**src/rtl/tccw_pkg.sv**
```systemverilog
package tccw_pkg;

  localparam int OP_W    = 2;
  localparam int CHAR_W  = 8;
  localparam int COLOR_W = 4;
  localparam int ATTR_W  = 2 * COLOR_W;
  localparam int COL_W   = 7;
  localparam int ROW_W   = 5;
  localparam int DATA_W  = CHAR_W + ATTR_W;

  localparam logic [OP_W-1:0] OP_PUT   = 2'd0;
  localparam logic [OP_W-1:0] OP_WRITE = 2'd1;
  localparam logic [OP_W-1:0] OP_READ  = 2'd2;

  localparam logic [CHAR_W-1:0] SPACE_CODE   = 8'h20;
  localparam logic [CHAR_W-1:0] NEWLINE_CODE = 8'h0A;

  typedef enum logic [1:0] {
    CMD_NOP,
    CMD_PUT,
    CMD_WRITE,
    CMD_READ
  } cmd_kind_t;

  typedef struct packed {
    cmd_kind_t          kind;
    logic [CHAR_W-1:0]  char_code;
    logic [ATTR_W-1:0]  attr;
    logic [COL_W-1:0]   column;
    logic [ROW_W-1:0]   row;
  } cmd_t;

  typedef enum logic [1:0] {
    BK_INIT,
    BK_RUN,
    BK_RD_WAIT,
    BK_BLANK
  } back_state_t;

endpackage

```
**src/rtl/tccw_fifo.sv**
```systemverilog
module tccw_fifo (
  input  logic           clk,
  input  logic           rst_n,
  input  logic           push,
  input  tccw_pkg::cmd_t push_cmd,
  output logic           full,
  input  logic           pop,
  output logic           pop_valid,
  output tccw_pkg::cmd_t pop_cmd
);

  import tccw_pkg::*;

  localparam int QDEPTH = 2;
  localparam int PW     = $clog2(QDEPTH);
  localparam int CW     = $clog2(QDEPTH + 1);

  cmd_t            entry_r [QDEPTH];
  logic [PW-1:0]   wr_ptr_r, wr_ptr_nxt;
  logic [PW-1:0]   rd_ptr_r, rd_ptr_nxt;
  logic [CW-1:0]   count_r, count_nxt;

  assign full      = (count_r == CW'(QDEPTH));
  assign pop_valid = (count_r != '0);
  assign pop_cmd   = entry_r[rd_ptr_r];

  always_comb begin
    wr_ptr_nxt = push ? wr_ptr_r + 1'b1 : wr_ptr_r;
    rd_ptr_nxt = pop ? rd_ptr_r + 1'b1 : rd_ptr_r;
    count_nxt  = count_r + CW'(push) - CW'(pop);
  end

  always_ff @(posedge clk) begin
    if (!rst_n) begin
      wr_ptr_r <= '0;
      rd_ptr_r <= '0;
      count_r  <= '0;
    end else begin
      wr_ptr_r <= wr_ptr_nxt;
      rd_ptr_r <= rd_ptr_nxt;
      count_r  <= count_nxt;
    end
  end

  always_ff @(posedge clk) begin
    if (push) begin
      entry_r[wr_ptr_r] <= push_cmd;
    end
  end

endmodule

```
**config.mk**
```make
export PLATFORM = sky130hd
export DESIGN_NAME = tccw_fifo
export DESIGN_NICKNAME = d
export VERILOG_FILES = /design/src/rtl/tccw_pkg.sv /design/src/rtl/tccw_fifo.sv
export SDC_FILE = /design/constraint.sdc
export NUM_CORES = 1
export LEC_CHECK = 0
export BUFFER_PORTS_ARGS = -buffer_cell sky130_fd_sc_hd__buf_2
export CAP_MARGIN = 40
export CORE_UTILIZATION = 47
export CTS_CLUSTER_DIAMETER = 30
export DETAILED_ROUTE_END_ITERATION = 8
export GPL_TIMING_DRIVEN = 1
export PLACE_DENSITY = 0.75
export SLEW_MARGIN = 30
export SYNTH_ARGS = -nofsm -noshare
export SYNTH_HDL_FRONTEND = slang
export SYNTH_SLANG_ARGS = --single-unit
```
**constraint.sdc**
```tcl
create_clock -name clk -period 2.4 [get_ports clk]
set_clock_uncertainty 0.2 [all_clocks]
set_input_delay 0.36 -clock clk [delete_from_list [all_inputs] [get_ports clk]]
set_output_delay 0.36 -clock clk [all_outputs]
set_load 0.1 [all_outputs]
```
==> results.ini <==
[timing]
fin_crit_sh_pct=93.0
hold_viol=0
worstMarginPinSlew_ns=0.501
setup_viol=0
rsz0062_at_grt=false
tns_ns=0
clock.fmax_ghz=0.448
slew_violations=0
max_slew_margin_pct=66.6
layout_min_cycle_time_ns=2.23

[clock_tree]
clock_latency_ns=0.32
clock_sinks=65
cts_root_buffer=clkbuf_8
h-tree-depth=3
postCtsSetupRepairBufs=0
clk_pin_slew_worst_paths_ns=0.07
clock_path_buffers=2
cts_hold_buf=0
cts_repair_resize_count=0
cts_tree=done
cts_made_buffers=9

[global_route]
grt_pass1_vias=1285
grt_start_max_net_pins=32
grt_pass1_wl_um=6240
grt_overflow_total=0
track_usage_pct=16.4
antenna_found_initial=0

[placement]
io_buffers=65
dp_hpwl_um=3190
routabilityCongestion=0.640

[die]
dieArea_mm2=0.00564
rows=26
num_io_pins=66
initial_core_util_pct=48.9
dieHeight_um=75.1
core_mm2=0.00514
die_x_um=75.1

[detailed_routing]
drt-pass1-iter-count=3
wl_um=4270
vias_per_cell=4.67
postRouteAntennaNets=0
post_drt_wl_per_cell_um=16.0
vias=1242
drt_iter0_drc=77
drt_drc_violations_left=0

[logic_synthesis]
seq_area_frac_synth_pct=75.7
ys_seq_elements=65
syn_avg_cell_area_um2=22.0
syn_area_mm2=0.00251
syn_nets=150
ys_warn_count=0
ys_types=12
syn_inst=114

[final_layout]
layout-drive-gt1-share_pct=57.7
num_antenna_cells=0
area_growth_pct=42.6
fin_nets=228

[power_and_ir_drop]
totalPowerFinal_uw=3200
leakagePower_uw=0.00144
p_per_area_mw_per_mm2=894
ir_drop_mv=0.545

[setup_path]
cp_max_fo=11
worst-setup-path-type=reg2out
crit_required_ns=1.84
crit_arrival_ns=1.67
start_kind=register
end_kind=output pin

[flow_run]
drv_cap=0

[min_path]
hp-class=in2reg

[outcome]
status=completed

[stage by stage]
stage / utilization [%] / instance area (um2) / setup WS, ns / hold slack [ns] / cells
after floorplan: - / 2510 / 0.0251 / 0.259 / 114
after global routing: 69.7 / 3580 / 0.0957 / 0.00458 / 266
after global placement: 65.8 / 3380 / 0.541 / 0.349 / 251
final: 69.7 / 3580 / 0.168 / 0.0197 / 266
after CTS: 69.7 / 3580 / 0.136 / 0.00401 / 266
after detailed placement: 65.8 / 3380 / 0.499 / 0.351 / 251
[cells in the final DEF (no fill, tap or decap), types with 2 or more instances in the layout]
cell type / count
and2_1: 4
buf_12: 30
buf_2: 35
buf_4: 5
bufinv_16: 2
clkbuf_8: 9
clkinv_1: 3
dfxtp_1: 4
edfxtp_1: 60
ha_1: 2
inv_1: 2
mux2_4: 30
nor2b_1: 3
[power by group]
group	switching, uW	internal (uW)	leakage [uW]	total [uW]
Combinational	592	342	0.000740	934
Sequential	31.0	1310	0.000605	1340
Clock	359	569	0.0000989	928
Total	982	2220	0.00144	3200
[registers in the layout, indices dropped and copies added (netlist names), named ones only]
register and cells:
count_r 2, entry_r 60, wr_ptr_r 1, rd_ptr_r 1
[Yosys cell counts]
cell / instances / area (um2)
and2_1: 4 / 25.0
buf_6: 3 / 33.8
dfxtp_1: 5 / 100
edfxtp_1: 60 / 1800
ha_1: 2 / 25.0
inv_1: 2 / 7.51
mux2_4: 30 / 450
nor2b_1: 4 / 25.0
o21a_1: 1 / 7.51
or2_1: 1 / 6.26
xnor3_1: 1 / 22.5
xor2_1: 1 / 8.76
[cell type report]
type                            count  area [um2]
Sequential cell                    65        1900
Fill cell                         347        1560
Timing Repair Buffer               70         813
Multi-Input combinational cell     44         573
Clock buffer                       10         128
Tap cell                           70        87.6
Clock inverter                      5        71.3
Inverter                            2        7.51
[worst paths after layout]
kind	start	to	slack, ns	cells past startpoint
setup / recovery	register	pop_cmd[13]	0.17	3
hold / removal	push_cmd[23]	entry_r[0][23]$_DFFE_PP_	0.02	1
setup reg to reg	wr_ptr_r$_SDFFE_PN0P_	entry_r[1][12]$_DFFE_PP_	0.80	2
hold reg to reg	rd_ptr_r$_SDFFE_PN0P_	register	0.41	2
[routing by layer]
metal | GRT usage (%) | part of all wire (%)
met1 | 18.1 | 39
met2 | 27.8 | 55
met4 | 11.1 | 2.1
met5 | 0 | 0
met3 | 4.55 | 4.1
[critical path, stage by stage, from the launching register on]
cell and delay [ns]:
dfxtp_2 0.53, buf_4 0.30, mux2_4 0.34, buf_12 0.17
[logic make-up (layout without fill, tap and decap cells)]
family,count (synthesis),after routing,share of synthesized area (%)
DFF,65,65,75.7
muxes,30,30,17.9
and+or+nand+nor,9,9,2.24
buffers and inverters,5,87,1.64
adders and majority gates,2,2,0.995
xor gates and xnor gates,2,2,1.24
AOI/OAI and AO/OA,1,1,0.299
No activity file was read; power rests on OpenSTA's default activity.
